$ cat src/hw/rtl/mip_pkg.sv
// Shared types and constants for the maximum intensity projection block.
`default_nettype none
package mip_pkg;

    localparam int COORD_W    = 9;
    localparam int SAMPLE_W   = 16;
    localparam int PEAK_W     = 8;
    localparam int SUM_W      = 18;
    localparam int HEIGHT_W   = 10;
    localparam int CCOUNT_W   = 3;
    localparam int IN_CH      = 4;
    localparam int VOXEL_W    = IN_CH * SAMPLE_W;
    localparam int WIDE_SHIFT = 4;
    localparam int CFG_IDX_W  = 2;
    localparam int CFG_DATA_W = 10;
    localparam int QDEPTH     = 8;
    localparam int QPTR_W     = 3;
    localparam int QCNT_W     = 4;

    localparam logic [HEIGHT_W-1:0] HEIGHT_RESET = 10'd512;
    localparam logic [CCOUNT_W-1:0] CCOUNT_RESET = 3'd4;
    localparam logic [PEAK_W-1:0]   PEAK_MAX     = 8'hFF;

    typedef enum logic [CFG_IDX_W-1:0] {
        CFG_FLIP_Y        = 2'd0,
        CFG_WIDE_SAMPLES  = 2'd1,
        CFG_IMAGE_HEIGHT  = 2'd2,
        CFG_CHANNEL_COUNT = 2'd3
    } t_cfg_reg;

    typedef struct packed {
        logic                flip_y;
        logic                wide_samples;
        logic [HEIGHT_W-1:0] image_height;
        logic [CCOUNT_W-1:0] active_ch;    // clamped channel count
    } t_cfg;

    typedef struct packed {
        logic [COORD_W-1:0]  pixel_x;
        logic [COORD_W-1:0]  pixel_y;
        logic                first_plane;
        logic                last_plane;
        logic [SAMPLE_W-1:0] chan_a;
        logic [SAMPLE_W-1:0] chan_b;
        logic [SAMPLE_W-1:0] chan_c;
        logic [SAMPLE_W-1:0] chan_d;
    } t_in_item;

    typedef struct packed {
        logic [COORD_W-1:0] out_x;
        logic [COORD_W-1:0] out_y;
        logic [PEAK_W-1:0]  peak_a;
        logic [PEAK_W-1:0]  peak_b;
        logic [PEAK_W-1:0]  peak_c;
        logic [PEAK_W-1:0]  peak_d;
    } t_out_item;

    typedef struct packed {
        logic               valid;
        logic               inrange;
        logic               first;
        logic               last;
        logic [COORD_W-1:0] x;
        logic [COORD_W-1:0] y;
        logic [SUM_W-1:0]   sum;
        logic [VOXEL_W-1:0] voxel;
    } t_stage;

endpackage
`default_nettype wire

$ cat src/hw/rtl/mip_prep.sv
// Stage 1: range check, store address, channel masking and channel sum.
`default_nettype none
module mip_prep #(
    parameter int MAX_WIDTH  = 512,
    parameter int MAX_HEIGHT = 512,
    parameter int ADDR_W     = 18
) (
    input  wire logic              i_clk,
    input  wire logic              i_rst_n,
    input  wire mip_pkg::t_cfg     i_cfg,
    input  wire logic              i_accept,
    input  wire mip_pkg::t_in_item i_item,
    output mip_pkg::t_stage        o_s1,
    output logic [ADDR_W-1:0]      o_s1_addr
);

    localparam logic [ADDR_W-1:0] ROW_STRIDE = ADDR_W'(MAX_WIDTH);

    mip_pkg::t_stage             r_s1;
    mip_pkg::t_stage             n_s1;
    logic [ADDR_W-1:0]           r_addr;
    logic [ADDR_W-1:0]           n_addr;
    logic [mip_pkg::SAMPLE_W-1:0] samples [mip_pkg::IN_CH];

    assign samples[0] = i_item.chan_a;
    assign samples[1] = i_item.chan_b;
    assign samples[2] = i_item.chan_c;
    assign samples[3] = i_item.chan_d;

    always_comb begin
        n_s1         = '0;
        n_s1.valid   = i_accept;
        n_s1.first   = i_item.first_plane;
        n_s1.last    = i_item.last_plane;
        n_s1.x       = i_item.pixel_x;
        n_s1.y       = i_item.pixel_y;
        n_s1.inrange = (int'(i_item.pixel_x) < MAX_WIDTH) &&
                       (int'(i_item.pixel_y) < MAX_HEIGHT);
        for (int c = 0; c < mip_pkg::IN_CH; c++) begin
            if (mip_pkg::CCOUNT_W'(c) < i_cfg.active_ch) begin
                n_s1.voxel[c*mip_pkg::SAMPLE_W +: mip_pkg::SAMPLE_W] = samples[c];
                n_s1.sum = n_s1.sum + mip_pkg::SUM_W'(samples[c]);
            end
        end
        // exact whenever the pixel is in range, since the store fits ADDR_W
        n_addr = ADDR_W'(i_item.pixel_y) * ROW_STRIDE + ADDR_W'(i_item.pixel_x);
    end

    always_ff @(posedge i_clk) begin
        if (!i_rst_n) begin
            r_s1.valid <= 1'b0;
        end else begin
            r_s1 <= n_s1;
        end
        r_addr <= n_addr;
    end

    assign o_s1      = r_s1;
    assign o_s1_addr = r_addr;

endmodule
`default_nettype wire

$ cat config.mk
export PLATFORM = sky130hd
export DESIGN_NAME = mip_prep
export DESIGN_NICKNAME = d
export VERILOG_FILES = /design/src/hw/rtl/mip_pkg.sv /design/src/hw/rtl/mip_prep.sv
export SDC_FILE = /design/constraint.sdc
export NUM_CORES = 1
export LEC_CHECK = 0
export BUFFER_PORTS_ARGS = -buffer_cell sky130_fd_sc_hd__buf_2
export CORE_AREA = 10 10 105 176
export CTS_CLUSTER_DIAMETER = 60
export DETAILED_ROUTE_END_ITERATION = 10
export DIE_AREA = 0 0 115 186
export PLACE_DENSITY = 0.82
export SKIP_CTS_REPAIR_TIMING = 1
export SLEW_MARGIN = 20
export SYNTH_ARGS = -nofsm -noshare
export SYNTH_HDL_FRONTEND = slang
export SYNTH_SLANG_ARGS = --single-unit
$ cat constraint.sdc
create_clock -name i_clk -period 7.4 [get_ports i_clk]
set_input_delay 1.48 -clock i_clk [delete_from_list [all_inputs] [get_ports i_clk]]
set_output_delay 1.48 -clock i_clk [all_outputs]
set_load 0.02 [all_outputs]
# After elaboration in Yosys (flattened, before gate mapping)
# Cells that the tools add are included.
# Widths: inputs -> output; s select.
# op_classes
addsub	4
mul	0
div	0
magnitude_cmp	4
eq_ne	0
n_shift	0
n_mux	4
bitwise	0
n_reduce_logical	0
# op_table
op	n
$add 18x16->18	3
$mux 18	2
$mux 34	1
$add 18x9->18	1
$mux 16	1
$lt 1x3->1 const A	2
$lt 2x3->1 const A	2
# word_totals
reg_bits	121
latch_bits	0
mem_bits_rw	0
mem_bits_ro	0
in_bits	102
out_inout_bits	122
wordCells	23
memories	0

# Depth between registers and ports, before layout
# logic_depth
ltp_word	8
ltp_mapped	27

# Worst setup path after synthesis
# Ideal clock, no wire load.
# synth_path
path_type	input port to flip-flop
startpoint	input i_cfg[2] in the netlist's numbering
endpoint	register r_s1 (netlist bit o_s1[81]) (data pin)
t_arrival_ns	6.970
slack_ns	0.281
path_stages	26
path_cell_list	or3_4 and2_1 ha_1 fa_1 maj3_1 a311o_1 a31oi_4 a21oi_1 xnor2_1 o21ai_0 ha_1 a21o_1 o21bai_1 a2111o_1 nand2_1 xnor2_1 nand2_1 nand2_1 ha_1 a21oi_1 o21ai_0 o41ai_1 o21ai_0 a221oi_1 a41oi_1 mux2i_1
# synth_rtl
element	line	source
from (decl)	mip_prep.sv:10	input wire mip_pkg::t_cfg i_cfg,
to (signal assigned)	mip_prep.sv:53	r_s1 <= n_s1;
to (decl)	mip_prep.sv:19	mip_pkg::t_stage r_s1;

==> flow_metrics.py <==
metrics = {
    "power_and_ir_drop": {
        "p_per_area_nw_per_um2": 283.4,
        "leakage_nw": 4.091,
        "total_power_mw": 2.656,
        "ir_worst_vdd_mv": 0.1606,
    },
    "logic_synthesis": {
        "ys_seq_area_share_pct": 48.31,
        "syn-num-nets": 818,
        "syn_inst": 667,
        "ys.flop_type": "edfxtp_1",
        "syn_area_um2": 7128,
        "synth_warnings": 0,
        "synthArstFlopShare_pct": 0,
        "syn_area_per_cell_um2": 10.69,
        "synth.distinct_cells": 68,
        "ys_ff_latch": 121,
        "synth_edf_count": 102,
    },
    "cells_and_area": {
        "fillers": 1300,
        "syn_to_final_growth_pct": 31.47,
        "final_area_um2": 9371,
        "stdcell_count": 1126,
        "layout.nets": 1076,
        "final_common_cell": "buf_2",
        "seqCellArea_um2": 3443,
        "drive_above_1_share_pct": 35.82,
        "mostFrequentLayoutCells": "209 x buf_2, 102 x edfxtp_1, 58 x and2_1, 57 x buf_4, 46 x nand2_1",
        "multi_input_area_um2": 3555,
    },
    "timing": {
        "rsz0062_at_grt": "false",
        "finalHoldViolCount": 0,
        "layout_setup_ws_ns": 0.2904,
        "max_freq_mhz": 140.7,
        "final.min_clock_period_ns": 7.110,
        "slew_violations": 0,
        "relSlewSlack_pct": 40.34,
        "worst_pin_slew_ns": 0.8949,
        "finalSetupViolCount": 0,
        "fin_crit_sh_pct": 96.08,
    },
    "worst_setup_path": {
        "crit_type": "in2reg",
        "end_kind": "flip-flop",
        "worst_setup_path_start_kind": "primary input",
        "cp_num_buf_inv": 2,
        "cp_top_family": "compound AO/OA/AOI/OAI gates",
        "cp.required_ns": 7.67,
        "crit_slowest_cell": "a2111o_1",
        "crit_path_start": "i_cfg[2]",
        "cp.arrival_ns": 7.38,
        "slowest_delay_ns": 0.42,
        "cp_common_cell": "ha_1",
        "crit_fanout": 4,
    },
    "floorplan": {
        "rows": 60,
        "core_um2": 15460,
        "ios": 224,
        "die_x_um": 115,
        "initial_core_util_pct": 46.09,
        "dieArea_um2": 21390,
        "die_height_um": 186,
    },
    "global_route": {
        "grt-busiest-layer": "met2",
        "track_usage_pct": 18.48,
        "met1_usage_pct": 18.25,
        "grt_pass1_vias": 6181,
        "gr-total-overflow": 0,
        "met3_usage_pct": 5.093,
        "grt_max_degree": 73,
        "use_met2_pct": 33.88,
        "antenna_found_initial": 2,
        "grt_pass1_wl_um": 31310,
    },
    "flow_run": {
        "maxCapViolations": 0,
    },
    "detailed_routing": {
        "drt-vias-per-instance": 5.383,
        "firstDrtPassIters": 5,
        "drt_first_iter_violations": 445,
        "drc": 0,
        "wl_um": 20360,
        "wl_per_cell_um": 18.08,
        "vias": 6061,
        "antenna_left": 0,
    },
    "cts": {
        "cts.clk_slew.worst_paths_ns": 0.06,
        "htree_num_levels": 4,
        "numCtsBuffers": 17,
        "cts_buffer_depth": 2,
        "clock-root-buffer": "clkbuf_16",
        "clkSinkCount": 121,
        "cts_tree": "built",
    },
    "worst_hold_path": {
        "worstHoldStart": "i_item[75]",
        "min_path_type": "in2reg",
    },
    "placed_design": {
        "pre_cts_ws_ns": -0.2254,
        "gp_congestion": 0.9042,
        "postPlaceCellArea_um2": 8726,
        "dp_cells": 1092,
        "hpwl_um": 15860,
        "io_buffers": 210,
    },
    "outcome": {
        "status": "complete, no violations",
    },
}
## layer usage
metal,wire length (um),share of wire [%],up-vias
met1,7107,35,2829
met2,11250,55,196
li1,-,-,2993
met5,0,0,-
met4,685,3.4,0
met3,1317,6.5,43
## worst paths after layout
kind | to | slack, ns | depth (start not counted)
max | o_s1[81] | 0.29 | 27
min | o_s1_addr[0] | 1.17 | 1
## per-stage QoR
stage	hold WS, ns	util (%)	setup TNS [ns]
final	1.168	60.60	0
after global placement	1.592	56.42	-0.2857
after CTS	1.161	60.19	0
after floorplan	1.508	-	0
after global routing	1.153	60.60	0
after detailed placement	1.596	56.42	-0.4931
## final cells by class
cell class	instances	share of cell area, %
Inverter	21	0.8411
Clock inverter	12	1.108
Sequential cell	121	36.74
Timing Repair Buffer	266	15.73
Antenna cell	2	0.05340
Tap cell	186	2.483
Multi-Input combinational cell	498	37.93
Clock buffer	20	5.113
## state kept, by name (all words and copies together) (netlist names)
signal / cells
o_s1: 103
o_s1_addr: 18
## cells in the mapped netlist (5+ instances only)
master      n  area [um^2]
a211oi_1   10        75.07
a21o_1     14        105.1
a21oi_1    44        220.2
a31oi_1     5        31.28
and2_1     58        362.9
and3_1      8        50.05
clkbuf_1   21        78.83
dfxtp_1    19        380.4
edfxtp_1  102         3063
ha_1       46        575.6
inv_1      21        78.83
mux2_2     13        146.4
nand2_1    46        172.7
nand3_1     7        35.03
nand4_1     6        37.54
nor2_1     44        165.2
nor2b_1    18        112.6
nor3_1     15        75.07
o21ai_0    36        180.2
o21bai_1    5        37.54
o31ai_1     6        45.04
or3_1       7        43.79
xnor2_1    23        201.4
xor2_1     15        131.4
## cell families (layout without fill, tap and decap cells)
kind of cell	count (synthesis)	in the layout	synth area share [%]
other	1	3	0.05261
adder cells (fa/ha/maj)	51	51	9.215
flip-flops	121	121	48.31
AND/OR/NAND/NOR	226	226	16.62
multiplexers	17	17	2.615
buffers and inverters	48	319	2.721
XOR/XNOR	38	38	4.669
AO/OA/AOI/OAI	165	165	15.80
## where the power goes
| group | leakage (nW) | switching [mW] | internal (mW) | total, mW |
|---|---|---|---|---|
| clock network | 0.287 | 0.338 | 0.478 | 0.816 |
| registers | 1.15 | 0.0162 | 0.837 | 0.853 |
| logic | 2.65 | 0.555 | 0.432 | 0.987 |
Power figures use the tool's default switching activity.
