$ cat config.mk
export PLATFORM = sky130hd
export DESIGN_NAME = mip_format
export DESIGN_NICKNAME = d
export VERILOG_FILES = /design/src/hw/rtl/mip_pkg.sv /design/src/hw/rtl/mip_format.sv
export SDC_FILE = /design/constraint.sdc
export NUM_CORES = 1
export LEC_CHECK = 0
export BUFFER_PORTS_ARGS = -buffer_cell sky130_fd_sc_hd__buf_2
export CORE_MARGIN = 10
export CORE_UTILIZATION = 28
export DETAILED_ROUTE_END_ITERATION = 8
export GPL_ROUTABILITY_DRIVEN = 0
export GPL_TIMING_DRIVEN = 1
export PLACE_DENSITY = 0.8
export SLEW_MARGIN = 20
export SYNTH_ARGS = -nofsm -noshare
export SYNTH_HDL_FRONTEND = slang
export SYNTH_SLANG_ARGS = --single-unit
$ cat constraint.sdc
create_clock -name vclk -period 1.8
set_input_delay 0.18 -clock vclk [all_inputs]
set_output_delay 0.18 -clock vclk [all_outputs]
set_load 0.05 [all_outputs]
$ cat src/hw/rtl/mip_pkg.sv
// Shared types and constants for the maximum intensity projection block.
`default_nettype none
package mip_pkg;

    localparam int COORD_W    = 9;
    localparam int SAMPLE_W   = 16;
    localparam int PEAK_W     = 8;
    localparam int SUM_W      = 18;
    localparam int HEIGHT_W   = 10;
    localparam int CCOUNT_W   = 3;
    localparam int IN_CH      = 4;
    localparam int VOXEL_W    = IN_CH * SAMPLE_W;
    localparam int WIDE_SHIFT = 4;
    localparam int CFG_IDX_W  = 2;
    localparam int CFG_DATA_W = 10;
    localparam int QDEPTH     = 8;
    localparam int QPTR_W     = 3;
    localparam int QCNT_W     = 4;

    localparam logic [HEIGHT_W-1:0] HEIGHT_RESET = 10'd512;
    localparam logic [CCOUNT_W-1:0] CCOUNT_RESET = 3'd4;
    localparam logic [PEAK_W-1:0]   PEAK_MAX     = 8'hFF;

    typedef enum logic [CFG_IDX_W-1:0] {
        CFG_FLIP_Y        = 2'd0,
        CFG_WIDE_SAMPLES  = 2'd1,
        CFG_IMAGE_HEIGHT  = 2'd2,
        CFG_CHANNEL_COUNT = 2'd3
    } t_cfg_reg;

    typedef struct packed {
        logic                flip_y;
        logic                wide_samples;
        logic [HEIGHT_W-1:0] image_height;
        logic [CCOUNT_W-1:0] active_ch;    // clamped channel count
    } t_cfg;

    typedef struct packed {
        logic [COORD_W-1:0]  pixel_x;
        logic [COORD_W-1:0]  pixel_y;
        logic                first_plane;
        logic                last_plane;
        logic [SAMPLE_W-1:0] chan_a;
        logic [SAMPLE_W-1:0] chan_b;
        logic [SAMPLE_W-1:0] chan_c;
        logic [SAMPLE_W-1:0] chan_d;
    } t_in_item;

    typedef struct packed {
        logic [COORD_W-1:0] out_x;
        logic [COORD_W-1:0] out_y;
        logic [PEAK_W-1:0]  peak_a;
        logic [PEAK_W-1:0]  peak_b;
        logic [PEAK_W-1:0]  peak_c;
        logic [PEAK_W-1:0]  peak_d;
    } t_out_item;

    typedef struct packed {
        logic               valid;
        logic               inrange;
        logic               first;
        logic               last;
        logic [COORD_W-1:0] x;
        logic [COORD_W-1:0] y;
        logic [SUM_W-1:0]   sum;
        logic [VOXEL_W-1:0] voxel;
    } t_stage;

endpackage
`default_nettype wire

$ cat src/hw/rtl/mip_format.sv
// Output formatting: scale wide samples, saturate and mask channels, mirror the row when flip_y is set.
`default_nettype none
module mip_format (
    input  wire mip_pkg::t_stage i_s3,
    input  wire mip_pkg::t_cfg   i_cfg,
    output logic                 o_push,
    output logic                 o_drop,
    output mip_pkg::t_out_item   o_item
);

    logic [mip_pkg::PEAK_W-1:0]   peaks [mip_pkg::IN_CH];
    logic [mip_pkg::SAMPLE_W-1:0] v;
    logic [mip_pkg::HEIGHT_W-1:0] mirrored;

    always_comb begin
        for (int c = 0; c < mip_pkg::IN_CH; c++) begin
            v = i_s3.voxel[c*mip_pkg::SAMPLE_W +: mip_pkg::SAMPLE_W];
            if (i_cfg.wide_samples) begin
                v = v >> mip_pkg::WIDE_SHIFT;
            end
            if (mip_pkg::CCOUNT_W'(c) >= i_cfg.active_ch) begin
                peaks[c] = '0;
            end else if (v > mip_pkg::SAMPLE_W'(mip_pkg::PEAK_MAX)) begin
                peaks[c] = mip_pkg::PEAK_MAX;
            end else begin
                peaks[c] = v[mip_pkg::PEAK_W-1:0];
            end
        end
        mirrored = i_cfg.image_height - mip_pkg::HEIGHT_W'(i_s3.y) - 10'd1;
    end

    assign o_push        = i_s3.valid && i_s3.inrange && i_s3.last;
    assign o_drop        = i_s3.valid && !(i_s3.inrange && i_s3.last);
    assign o_item.out_x  = i_s3.x;
    assign o_item.out_y  = i_cfg.flip_y ? mirrored[mip_pkg::COORD_W-1:0] : i_s3.y;
    assign o_item.peak_a = peaks[0];
    assign o_item.peak_b = peaks[1];
    assign o_item.peak_c = peaks[2];
    assign o_item.peak_d = peaks[3];

endmodule
`default_nettype wire

## Yosys cells after proc, flatten, opt, wreduce, memory -nomap -nowiden

Cells that the tools add are included.

| storage, ports and cells | value |
|---|---|
| bits in registers | 0 |
| bits of input ports | 119 |
| word-level logic and storage cells | 28 |

| cells by class | value |
|---|---|
| add/subtract/negate cells | 2 |
| magnitude comparators | 8 |
| multiplexer cells | 13 |
| reduce and logical (&&, ||, !) cells | 5 |

Operator list:

| operator | number |
|---|---|
| $gt 16x8->1 const B | 4 |
| $mux 16 | 4 |
| $mux 8 | 8 |
| $mux 9 | 1 |
| $sub 9x1->9 const B | 1 |
| $sub 9x9->9 | 1 |
| $ge 1x3->1 const A | 2 |
| $ge 2x3->1 const A | 2 |
| $logic_and 1x1->1 | 4 |
| $logic_not 1->1 | 1 |

## Logic depth before layout (Yosys ltp)

| logic depth | value |
|---|---|
| depth in word-level cells | 4 |
| mapped depth | 8 |

## Worst setup path after synthesis

Ideal clock, no wire load.

| timing path | value |
|---|---|
| path type | input-to-output |
| start point | input i_s3[82] (netlist name) |
| end point | output o_item[40] (netlist name) |
| arrival | 2.279 ns |
| data required time | 1.620 ns |
| path slack | -0.659 ns |
| stages on the path | 8 |
| path buffers | 0 |
| cell sequence | inv_1 ha_1 fa_1 a211oi_2 o211ai_1 a21oi_1 and3b_1 xor2_1 |

RTL lines:

| what | RTL line | text |
|---|---|---|
| start, declared | mip_format.sv:4 | `input wire mip_pkg::t_stage i_s3,` |
| end, declared | mip_format.sv:8 | `output mip_pkg::t_out_item o_item` |

==> out/qor.log <==
INFO  global_routing grt_pass1_wl=9170microns
INFO  pwr            total_power_of_the_final_layout=853.9uW
INFO  sta            max_freq=0.4922GHz
INFO  pwr            leakagePower=1.160nW
INFO  sta            grt_setup_unrepaired=yes
INFO  synth          post_synth.cell_area_avg=7.309squm
INFO  drt            routed-via-count=1765
INFO  die            placeableCoreArea=0.004000sqmm
INFO  layout         final_common_cell=sky130_fd_sc_hd__buf_2
INFO  min_path       hold_class=primary input to primary output
INFO  clocking       postCtsHoldBufs=0
INFO  synth          synthXorXnorAreaFrac=4.550%
INFO  synth          synthDistinctLibCells=32
INFO  die            die_y=84.22microns
INFO  place          placed_cell_area=0.002008sqmm
INFO  synth          synth.area.top_cells=sky130_fd_sc_hd__mux2i_1 29%, sky130_fd_sc_hd__a21oi_1 13%, sky130_fd_sc_hd__ha_1 8.7%
INFO  place          io_buffer_count=133
INFO  synth          postSynthNetCount=286
INFO  layout         seq_cell_count=0
INFO  synth          synth_largest_type_area_fraction=28.60%
INFO  sta            tightestPinTransition=835.4ps
INFO  global_routing grt_most_used_layer=met2
INFO  pwr            ir_drop=221.7uV
INFO  die            start_util=28.87%
INFO  global_routing pin_count_of_the_biggest_net_entering_global_routing=16
INFO  pwr            cell_pwr_density=395.4mW/mm^2
INFO  setup_path     critPathLaunchType=primary input
INFO  global_routing grt-ovfl-total=0
INFO  sta            worst_slack=-231.8ps
INFO  die            num_io_pins=171
INFO  die            die_area=0.007093sqmm
INFO  sta            final.hold.worst_slack=360.0ps
INFO  setup_path     worst_setup_path_startpoint=i_s3[82]
INFO  place          place.detailed.hpwl=5021microns
INFO  layout         antennaDiodeCount=0
INFO  synth          syn-cell-area=0.001155sqmm
INFO  synth          largest_family_of_logic_cells_by_synthesized_area=compound AO/OA/AOI/OAI gates
INFO  sta            final_hold_viol_count=0
INFO  sta            max-slew-margin-rel=43.88%
INFO  global_routing via_count_of_the_first_global_routing_pass=1821
INFO  layout         n_clock_buffer=0
INFO  synth          synth-seq-area-share=0%
INFO  layout         num-nets-final=428
INFO  setup_path     worstPathRequired=1620ps
INFO  status         violations=setup timing
INFO  sta            finalSetupTns=-612.9ps
INFO  die            number_of_rows_created_at_floorplan=23
INFO  synth          synth-warning-count=0
INFO  drt            route.antenna.remaining_nets=0
INFO  synth          synth-adder-area-share=10.40%
INFO  synth          synth_simple_gate_area_share=9.751%
INFO  setup_path     criticalPathCategory=primary input to primary output
INFO  global_routing initial_antenna_violation_count=0
INFO  drt            pre_repair_dr_iteration_count=4
INFO  global_routing use_met2=28.08%
INFO  layout         final-instance-count-excl-fill=348
INFO  drt            drt_iter0_drc=42
INFO  layout         postLayoutCoreUtil=53.99%
INFO  drt            routedWlPerCell=17.00microns
INFO  layout         regArea=0squm
INFO  sta            final.min_clock_period=2032ps
INFO  status         run_status=complete, but fails checks
INFO  layout         layout_common_cells=125 x sky130_fd_sc_hd__buf_2, 32 x sky130_fd_sc_hd__mux2i_1, 26 x sky130_fd_sc_hd__a21oi_1
INFO  setup_path     cp_data_arrival_time=1850ps
INFO  place          dpl.cell_count=345
INFO  layout         layout-drive-gt1-share=59.40%
INFO  setup_path     timing.critical_path.to_type=primary output
INFO  synth          synth_compound_area_share=33.59%
INFO  layout         layout-area-overhead-vs-synth=87.00%
INFO  die            floorplan.die.width=84.22microns
INFO  drt            viasPerCell=5.072
INFO  drt            routed_wl=5915microns
INFO  synth          synthCells=158
INFO  synth          synth.mux.area_fraction=29.58%
INFO  global_routing grt.met1_usage=15.74%
INFO  layout         stdcell_area=0.002160sqmm
INFO  place          dpl_worst_slack=-470.6ps
INFO  setup_path     crit_path_end=o_item[40]
INFO  sta            post-route-period-util=112.9%
INFO  global_routing globalRouteTotalUtil=14.73%
INFO  sta            report.final.setup_viol=4
INFO  setup_path     peak_fanout_along_the_critical_path=2
INFO  drt            drc=0
INFO  global_routing grt.met3_usage=5.024%
INFO  flow_run       number_of_max_cap_violations=0
INFO  synth          synth_top_cell_by_area=sky130_fd_sc_hd__mux2i_1
INFO  sta            final-max-slew-violation-count=0
## final cells by class
type	instances	area (sq um)
multi-input cells	131	1145
fillers	359	1841
inverters	12	60.06
repair buffers	155	892.1
well taps	50	62.56
## worst min path at each step
| stage | startpoint | endpoint | slack (ps) | cells after the start |
|---|---|---|---|---|
| floorplan | i_s3[90] | o_item[40] | 480 | 1 |
| global placement | i_s3[92] | o_item[42] | 360 | 0 |
| CTS | i_s3[92] | o_item[42] | 360 | 0 |
| detailed placement | i_s3[92] | o_item[42] | 360 | 0 |
| global route | i_s3[95] | o_item[45] | 360 | 0 |
| finish | i_s3[91] | o_item[41] | 360 | 0 |
## what timing repair did
item	CTS	global route
pin swaps	14	3
setup buffers	1	3
endpoints found under the setup margin	5	6
gates resized for setup	24	6
## critical path, cell delays in order
cell and delay, ps:
sky130_fd_sc_hd__buf_8 90, sky130_fd_sc_hd__inv_12 30, sky130_fd_sc_hd__ha_4 150, sky130_fd_sc_hd__fa_2 350
sky130_fd_sc_hd__a211oi_2 210, sky130_fd_sc_hd__o211ai_1 140, sky130_fd_sc_hd__a21oi_1 150, sky130_fd_sc_hd__and3b_2 250
sky130_fd_sc_hd__xor2_4 150, sky130_fd_sc_hd__buf_6 150
## metal layers
metal  wire, microns  vias up
met2            3028      109
met3             659        6
met1            2162      785
li1                -      865
met5               0        -
met4              65        0
## cell usage after synthesis
library cell / instances
sky130_fd_sc_hd__o21ba_2: 1
sky130_fd_sc_hd__and3_1: 1
sky130_fd_sc_hd__nand2b_1: 1
sky130_fd_sc_hd__a211oi_1: 1
sky130_fd_sc_hd__a21o_1: 2
sky130_fd_sc_hd__o221ai_2: 1
sky130_fd_sc_hd__nor3_1: 1
sky130_fd_sc_hd__nor2_1: 3
sky130_fd_sc_hd__o22ai_1: 1
sky130_fd_sc_hd__nand2_1: 4
sky130_fd_sc_hd__ha_1: 8
sky130_fd_sc_hd__fa_1: 1
sky130_fd_sc_hd__o211ai_1: 2
sky130_fd_sc_hd__o21ai_1: 3
sky130_fd_sc_hd__buf_4: 9
sky130_fd_sc_hd__o21ai_0: 5
sky130_fd_sc_hd__mux2_2: 1
sky130_fd_sc_hd__xor2_1: 2
sky130_fd_sc_hd__mux2i_1: 33
sky130_fd_sc_hd__a21boi_0: 3
sky130_fd_sc_hd__buf_2: 4
sky130_fd_sc_hd__nand3_1: 2
sky130_fd_sc_hd__inv_1: 12
sky130_fd_sc_hd__and3b_1: 1
sky130_fd_sc_hd__xnor2_1: 4
sky130_fd_sc_hd__nor4_1: 8
sky130_fd_sc_hd__o21bai_2: 1
sky130_fd_sc_hd__a21boi_1: 6
sky130_fd_sc_hd__a211oi_2: 2
sky130_fd_sc_hd__o21a_1: 4
sky130_fd_sc_hd__a21oi_1: 29
sky130_fd_sc_hd__clkbuf_1: 2
## cells by family after synthesis
family	after synthesis
AO/OA/AOI/OAI	61
multiplexers	34
buffers and inverters	27
AND/OR/NAND/NOR	21
adder cells (fa/ha/maj)	9
XOR/XNOR	6
## where the power goes
group	switching [mW]	leakage, nW	internal (mW)	total (mW)
Clock	0	0	0	0
Combinational	0.516	1.16	0.338	0.854
Sequential	0	0	0	0
Total	0.516	1.16	0.338	0.854
Note: power is estimated with default switching activity, not from simulation.
