**src/hw/rtl/mip_pkg.sv**
```systemverilog
// Shared types and constants for the maximum intensity projection block.
`default_nettype none
package mip_pkg;

    localparam int COORD_W    = 9;
    localparam int SAMPLE_W   = 16;
    localparam int PEAK_W     = 8;
    localparam int SUM_W      = 18;
    localparam int HEIGHT_W   = 10;
    localparam int CCOUNT_W   = 3;
    localparam int IN_CH      = 4;
    localparam int VOXEL_W    = IN_CH * SAMPLE_W;
    localparam int WIDE_SHIFT = 4;
    localparam int CFG_IDX_W  = 2;
    localparam int CFG_DATA_W = 10;
    localparam int QDEPTH     = 8;
    localparam int QPTR_W     = 3;
    localparam int QCNT_W     = 4;

    localparam logic [HEIGHT_W-1:0] HEIGHT_RESET = 10'd512;
    localparam logic [CCOUNT_W-1:0] CCOUNT_RESET = 3'd4;
    localparam logic [PEAK_W-1:0]   PEAK_MAX     = 8'hFF;

    typedef enum logic [CFG_IDX_W-1:0] {
        CFG_FLIP_Y        = 2'd0,
        CFG_WIDE_SAMPLES  = 2'd1,
        CFG_IMAGE_HEIGHT  = 2'd2,
        CFG_CHANNEL_COUNT = 2'd3
    } t_cfg_reg;

    typedef struct packed {
        logic                flip_y;
        logic                wide_samples;
        logic [HEIGHT_W-1:0] image_height;
        logic [CCOUNT_W-1:0] active_ch;    // clamped channel count
    } t_cfg;

    typedef struct packed {
        logic [COORD_W-1:0]  pixel_x;
        logic [COORD_W-1:0]  pixel_y;
        logic                first_plane;
        logic                last_plane;
        logic [SAMPLE_W-1:0] chan_a;
        logic [SAMPLE_W-1:0] chan_b;
        logic [SAMPLE_W-1:0] chan_c;
        logic [SAMPLE_W-1:0] chan_d;
    } t_in_item;

    typedef struct packed {
        logic [COORD_W-1:0] out_x;
        logic [COORD_W-1:0] out_y;
        logic [PEAK_W-1:0]  peak_a;
        logic [PEAK_W-1:0]  peak_b;
        logic [PEAK_W-1:0]  peak_c;
        logic [PEAK_W-1:0]  peak_d;
    } t_out_item;

    typedef struct packed {
        logic               valid;
        logic               inrange;
        logic               first;
        logic               last;
        logic [COORD_W-1:0] x;
        logic [COORD_W-1:0] y;
        logic [SUM_W-1:0]   sum;
        logic [VOXEL_W-1:0] voxel;
    } t_stage;

endpackage
`default_nettype wire

```
**src/hw/rtl/mip_if.sv**
```systemverilog
// Valid/ready channel interfaces for voxel input and projection output.
`default_nettype none


interface mip_out_if;
    logic                valid;
    logic                ready;
    mip_pkg::t_out_item  data;

    modport source (output valid, output data, input ready);
    modport sink   (input valid, input data, output ready);
endinterface
`default_nettype wire

```
**src/hw/rtl/mip_fifo.sv**
```systemverilog
// Output queue that decouples the pipeline from the result consumer.
`default_nettype none
module mip_fifo (
    input  wire logic                i_clk,
    input  wire logic                i_rst_n,
    input  wire logic                i_push,
    input  wire mip_pkg::t_out_item  i_item,
    mip_out_if.source                o_out
);

    mip_pkg::t_out_item          r_q [mip_pkg::QDEPTH];
    logic [mip_pkg::QPTR_W-1:0]  r_wr;
    logic [mip_pkg::QPTR_W-1:0]  r_rd;
    logic [mip_pkg::QCNT_W-1:0]  r_count;
    logic                        pop;

    assign pop         = o_out.valid && o_out.ready;
    assign o_out.valid = (r_count != '0);
    assign o_out.data  = r_q[r_rd];

    always_ff @(posedge i_clk) begin
        if (!i_rst_n) begin
            r_wr    <= '0;
            r_rd    <= '0;
            r_count <= '0;
        end else begin
            if (i_push) begin
                r_wr <= r_wr + 1'b1;
            end
            if (pop) begin
                r_rd <= r_rd + 1'b1;
            end
            r_count <= r_count + mip_pkg::QCNT_W'(i_push) - mip_pkg::QCNT_W'(pop);
        end
        if (i_push) begin
            r_q[r_wr] <= i_item;
        end
    end

endmodule
`default_nettype wire

```
**src/flat_wrapper.sv**
```systemverilog
// flat-port wrapper written by rule: the top's interface ports become plain ports
module mip_fifo_flat 
  (i_clk, i_rst_n, i_push, i_item, o_out_valid, o_out_data, o_out_ready);
  mip_out_if o_out_i ();
  input  wire logic i_clk;
  input  wire logic i_rst_n;
  input  wire logic i_push;
  input  wire mip_pkg::t_out_item i_item;
  output wire logic [$bits(o_out_i.valid)-1:0] o_out_valid;
  output wire logic [$bits(o_out_i.data)-1:0] o_out_data;
  input wire logic [$bits(o_out_i.ready)-1:0] o_out_ready;
  assign o_out_valid = o_out_i.valid;
  assign o_out_data = o_out_i.data;
  assign o_out_i.ready = o_out_ready;
  mip_fifo u_core (.i_clk(i_clk), .i_rst_n(i_rst_n), .i_push(i_push), .i_item(i_item), .o_out(o_out_i));
endmodule
```
**config.mk**
```make
export PLATFORM = sky130hd
export DESIGN_NAME = mip_fifo_flat
export DESIGN_NICKNAME = d
export VERILOG_FILES = /design/src/hw/rtl/mip_pkg.sv /design/src/hw/rtl/mip_if.sv /design/src/hw/rtl/mip_fifo.sv /design/src/flat_wrapper.sv
export SDC_FILE = /design/constraint.sdc
export NUM_CORES = 1
export LEC_CHECK = 0
export ABC_AREA = 1
export BUFFER_PORTS_ARGS = -buffer_cell sky130_fd_sc_hd__buf_2
export CAP_MARGIN = 30
export CORE_MARGIN = 3
export CORE_UTILIZATION = 57
export CTS_BUF_LIST = sky130_fd_sc_hd__clkbuf_4
export DETAILED_ROUTE_END_ITERATION = 10
export GPL_ROUTABILITY_DRIVEN = 0
export PLACE_DENSITY_LB_ADDON = 0.25
export RECOVER_POWER = 100
export SETUP_SLACK_MARGIN = 0.02
export SYNTH_ARGS = -nofsm -noshare
export SYNTH_HDL_FRONTEND = slang
export SYNTH_SLANG_ARGS = --single-unit
```
**constraint.sdc**
```tcl
create_clock -name i_clk -period 3 [get_ports i_clk]
set_input_delay 0.3 -clock i_clk [delete_from_list [all_inputs] [get_ports i_clk]]
set_output_delay 0.3 -clock i_clk [all_outputs]
set_load 0.01 [all_outputs]
```
## After elaboration in Yosys (flattened, before gate mapping)

Memory sizes are Yosys's and may differ from the RTL's. A register that Yosys moved wholly into a read port is not among the register bits.
Cells that the tools add are included.
Widths: inputs -> output; s select.

- Flip-flop bits (word level): 10
- Bits in writable memories: 400
- Bits of input ports: 54
- Output and inout bits: 51
- Logic and storage cells: 14
- Memories kept: 1

Memory list:

| name | depth | width | read ports | clocked after Yosys merged registers in | write ports | RTL line | source |
|---|---|---|---|---|---|---|---|
| u_core.r_q | 8 | 50 | 1 | 1 | 1 | mip_fifo.sv:11 | `mip_pkg::t_out_item r_q [mip_pkg::QDEPTH];` |

- Add/sub/neg operators: 4
- Muxes and demuxes: 4
- Reductions and logical operators: 2

Operators with widths:

| cell | count |
|---|---|
| $add 3x1->3 const B | 2 |
| $mux 3 | 2 |
| $add 4x1->4 | 1 |
| $reduce_bool 4->1 | 1 |
| $sub 4x1->4 | 1 |
| $mux 1 | 2 |
| $logic_and 1x1->1 | 1 |

## Longest topological paths before layout

- Depth after elaboration: 4
- Depth in mapped cells: 11
- Mapped depth without buffers: 11

## Worst setup path before layout

Ideal clock, no wire load.

- Path type: input to register
- Start point: input port i_push
- End point: memory u_core.r_q[0][0] (netlist name), enable pin
- Setup time: 0.458 ns
- Data arrival time: 2.767 ns
- Required time: 2.542 ns
- Path slack: -0.225 ns
- Stages on the path: 3
- Cells stage by stage: inv_1 or2_2 nor2_1

- Longest elaborated chain between the ends: 2

RTL lines:

| item | RTL line | source |
|---|---|---|
| start, declared | flat_wrapper.sv:7 | `input wire logic i_push;` |
| $mux 1 | mip_fifo.sv:35 | `if (i_push) begin` |
| $mux 1 (not written as such) | mip_fifo.sv:36 | `r_q[r_wr] <= i_item;` |
| end, declared | mip_fifo.sv:11 |  |

Every way passes these cells.

==> results.md <==
- Crit path capture: o_out_data[40]
- Number of buffers inserted during clock tree synthesis: around 110
- Shortest period the worst path allows: around 2.8 ns
- Register-to-register setup slack: about 0.43 ns
- Largest cells by area after synthesis: edfxtp_1 (66%), nand2_1 (14%), inv_1 (8.6%)
- Static leakage: ~9.5 nW
- Adder-cell share of the synthesized area: less than 1%
- Number of vias after detailed routing: 12,306
- Buffers from clock root to sink, at most: 3
- Clock insertion delay at the later pin of the skew report: ~0.71 ns
- Worst slack, placed: 0.918 ns
- All-layer global routing usage: between 20% and 30%
- Number of distinct library cells after synthesis: 16
- Pin count of the biggest net entering global routing: around 200
- Post-Route Hold Slack: approximately 0.44 ns
- Initial core utilization: between 50% and 60%
- Violated checks: capacitance limit, slew limit
- Post-Syn Instances: between 1,500 and 2,000
- Area of the core: just over 30,000 um2
- Most Crowded Layer GR: met2
- Synth Area in Compound Gates: less than 1%
- Slew of the pin with the lowest slew margin: about 1.8 ns
- Result of the run: finished with violations
- Clock tree from TritonCTS: done
- Reg2reg start: u_core.r_wr[0]
- Post-DR wirelength/cell: 15.1 um
- Largest voltage drop on the vdd net: 0.533 mV
- Clock Skew: 0.0266 ns
- Most common cell after layout, fill and taps aside: nand2_1
- GRT met1 Usage: 29.3%
- Die Outline Area: roughly 34,000 um2
- Number of setup violations in the final report: 0
- Critical path class: reg -> out
- Final count of hold timing violations: 0
- Mean Syn Cell Area: ~10 um2
- Fillers: around 2,400
- Simple-gate area share of the yosys netlist: 19.8%
- Register bit count reported by yosys: between 400 and 500
- Cell Rows: 64
- Largest fanout of any net on the critical path: a little over 70
- Buffers inserted by post-CTS timing repair: 0
- Sequential-to-total area share from yosys stat: roughly two thirds
- Number of H-tree levels: 3
- Syn-to-layout area delta: 13.1%
- Estimated wirelength of the detail-placed design: roughly 20 mm
- Peak clock frequency supported by timing: 359 MHz
- Remaining Overflow, GRT: 0
- Class of the tightest hold or removal check: in -> reg
- Part of the cycle the worst path needs: approximately 93%
- Post-layout worst setup margin: approximately 0.21 ns
- Dominant combinational cell family by area after synthesis: simple AND/OR/NAND/NOR gates
- Post-synth net total: between 1,500 and 2,000
- Post-DRT Antenna Nets: 0
- Number of global-route vias before repair: approximately 12,000
- Worst slew margin relative to its limit: -16.9%
- Post-Synth XOR/XNOR Area: 0%
- Number of search-and-repair iterations in the first detailed-routing pass: 5
- Critical path arrival: between 2 and 2.5 ns
- PD cells: between 700 and 800 nW/um2
- Multiplexer fraction of the synthesized cell area: 0%
- Max-slew violation total from the final report: 300
- Wire length of the first global-routing pass: approximately 60 mm
- Cell type contributing the most total cell area after synthesis: edfxtp_1
- Global-route track usage on met3: 4.03%
- Leading cell types in the layout, fill and taps excluded: nand2_1 (664), inv_1 (415), edfxtp_1 (400)
- DRC errors left: 0
- Met2 GRT Util: 37.9%
- Clock Root Buffer: clkbuf_4
- Die boundary height: about 180 um
- Worst reg2reg path depth: 3
- Routed via count divided by cell count: just under 5
- Layout cells sized above 1: 10.1%
- TritonCTS Sinks: around 410
- Reg2reg end: u_core.r_q[2][28]
- Antenna violations before repair: 1
- Unrepaired setup endpoints after global routing: false
- Worst path required time: 2.70 ns
- Synth top area share: 65.9%
- Max Cap Violations: 7
- Total Power Consumption: around 14 mW
- Post-synthesis cell area: ~18,000 um2
- Number of warnings printed during yosys synthesis: 0
- Number of DRC markers in iteration 0: about 1,000
- Port-buffer cells: between 100 and 150
- Horiz. Die Dim: roughly 180 um
- Detailed Route WL: 37.7 mm
- I/O pin cnt: between 100 and 150
- Clock Pin Slew Worst Setup and Hold Paths: 0.07 ns
- Startpoint type of the worst setup path: flop
- Layout Nets: 2,090
- Critical path capture point type: output pin
-- critical path: stages (launching register included) --
cell	delay, ns
dfxtp_4	0.37
inv_6	0.41
buf_4	0.39
nand2_1	0.11
nand3_1	0.08
nand2_1	0.08
nand2_1	0.07
nand2_1	0.08
clkbuf_1	0.13
-- logic make-up after synthesis --
group           Yosys count
fa+ha+maj                 7
flops                   413
compound gates           12
buf+inv                 495
simple gates            890
-- where the power goes --
| part | internal, mW | switching (mW) | total, mW |
|---|---|---|---|
| clock network | 2.44 | 2.13 | 4.58 |
| logic | 1.03 | 2.29 | 3.32 |
| registers | 6.51 | 0.0598 | 6.57 |
| total | 9.98 | 4.48 | 14.5 |
-- per-stage QoR --
stage | cell area, um2 | utilization [%] | TNS [ns] | instances
2_1_floorplan | 18300 | - | -44.96 | 1817
3_3_place_gp | 19000 | 61.1 | 0 | 2263
3_5_place_dp | 19000 | 61.1 | 0 | 2263
4_1_cts | 20800 | 67.0 | 0 | 2497
5_1_grt | 20600 | 66.4 | 0 | 2498
6_report | 20600 | 66.4 | 0 | 2498
-- synth_stat cells --
master and instances:
nand2_1 665, inv_1 416, edfxtp_1 400, nand3_1 206, buf_6 44, buf_2 17, nor2_1 17, clkbuf_1 13
dfxtp_1 13, a21oi_1 8, ha_1 6, o21ai_0 4, buf_1 3, inv_2 2, or2_2 2, fa_1 1
-- layer usage --
layer | vias to the layer above | part of all wire, %
li1 | 6131 | -
met1 | 5738 | 43
met2 | 371 | 49
met3 | 66 | 5.8
met4 | 0 | 2.0
met5 | - | 0
-- repair_timing --
item | CTS | global route
resized for setup | 0 | 2
hold buffers | 54 | 0
hold endpoints to repair | 413 | 0
endpoints found under the setup margin | 0 | 6
-- final cells by class --
| class | count | area (um2) | share of cell area [%] |
|---|---|---|---|
| flip-flops and latches | 413 | 12300 | 59.5 |
| multi-input cells | 909 | 3820 | 18.5 |
| inverters | 418 | 1580 | 7.63 |
| clock buffers | 156 | 1170 | 5.68 |
| repair buffers | 181 | 1160 | 5.61 |
| well taps | 396 | 495 | 2.40 |
| clock inverters | 24 | 131 | 0.637 |
| diodes | 1 | 2.50 | 0.0121 |
-- sequential cells by signal (all words and copies together), names as in the netlist, named ones only --
register,flops
u_core.r_wr,3
u_core.r_count,4
u_core.r_rd,3
u_core.r_q,400
-- worst min-delay path by stage --
stage | start | endpoint | slack (ns) | cells past startpoint
CTS | i_item[0] | u_core.r_q[4][0] | 0.31 | 2
detailed placement | u_core.r_wr[0] | u_core.r_wr[0] | 0.49 | 2
global placement | u_core.r_rd[1] | u_core.r_rd[1] | 0.48 | 2
finish | i_rst_n | u_core.r_count[3] | 0.44 | 4
floorplan | i_item[0] | u_core.r_q[0][0] | 0.40 | 0
global route | i_rst_n | u_core.r_count[3] | 0.40 | 4
No activity file was read; power rests on OpenSTA's default activity.
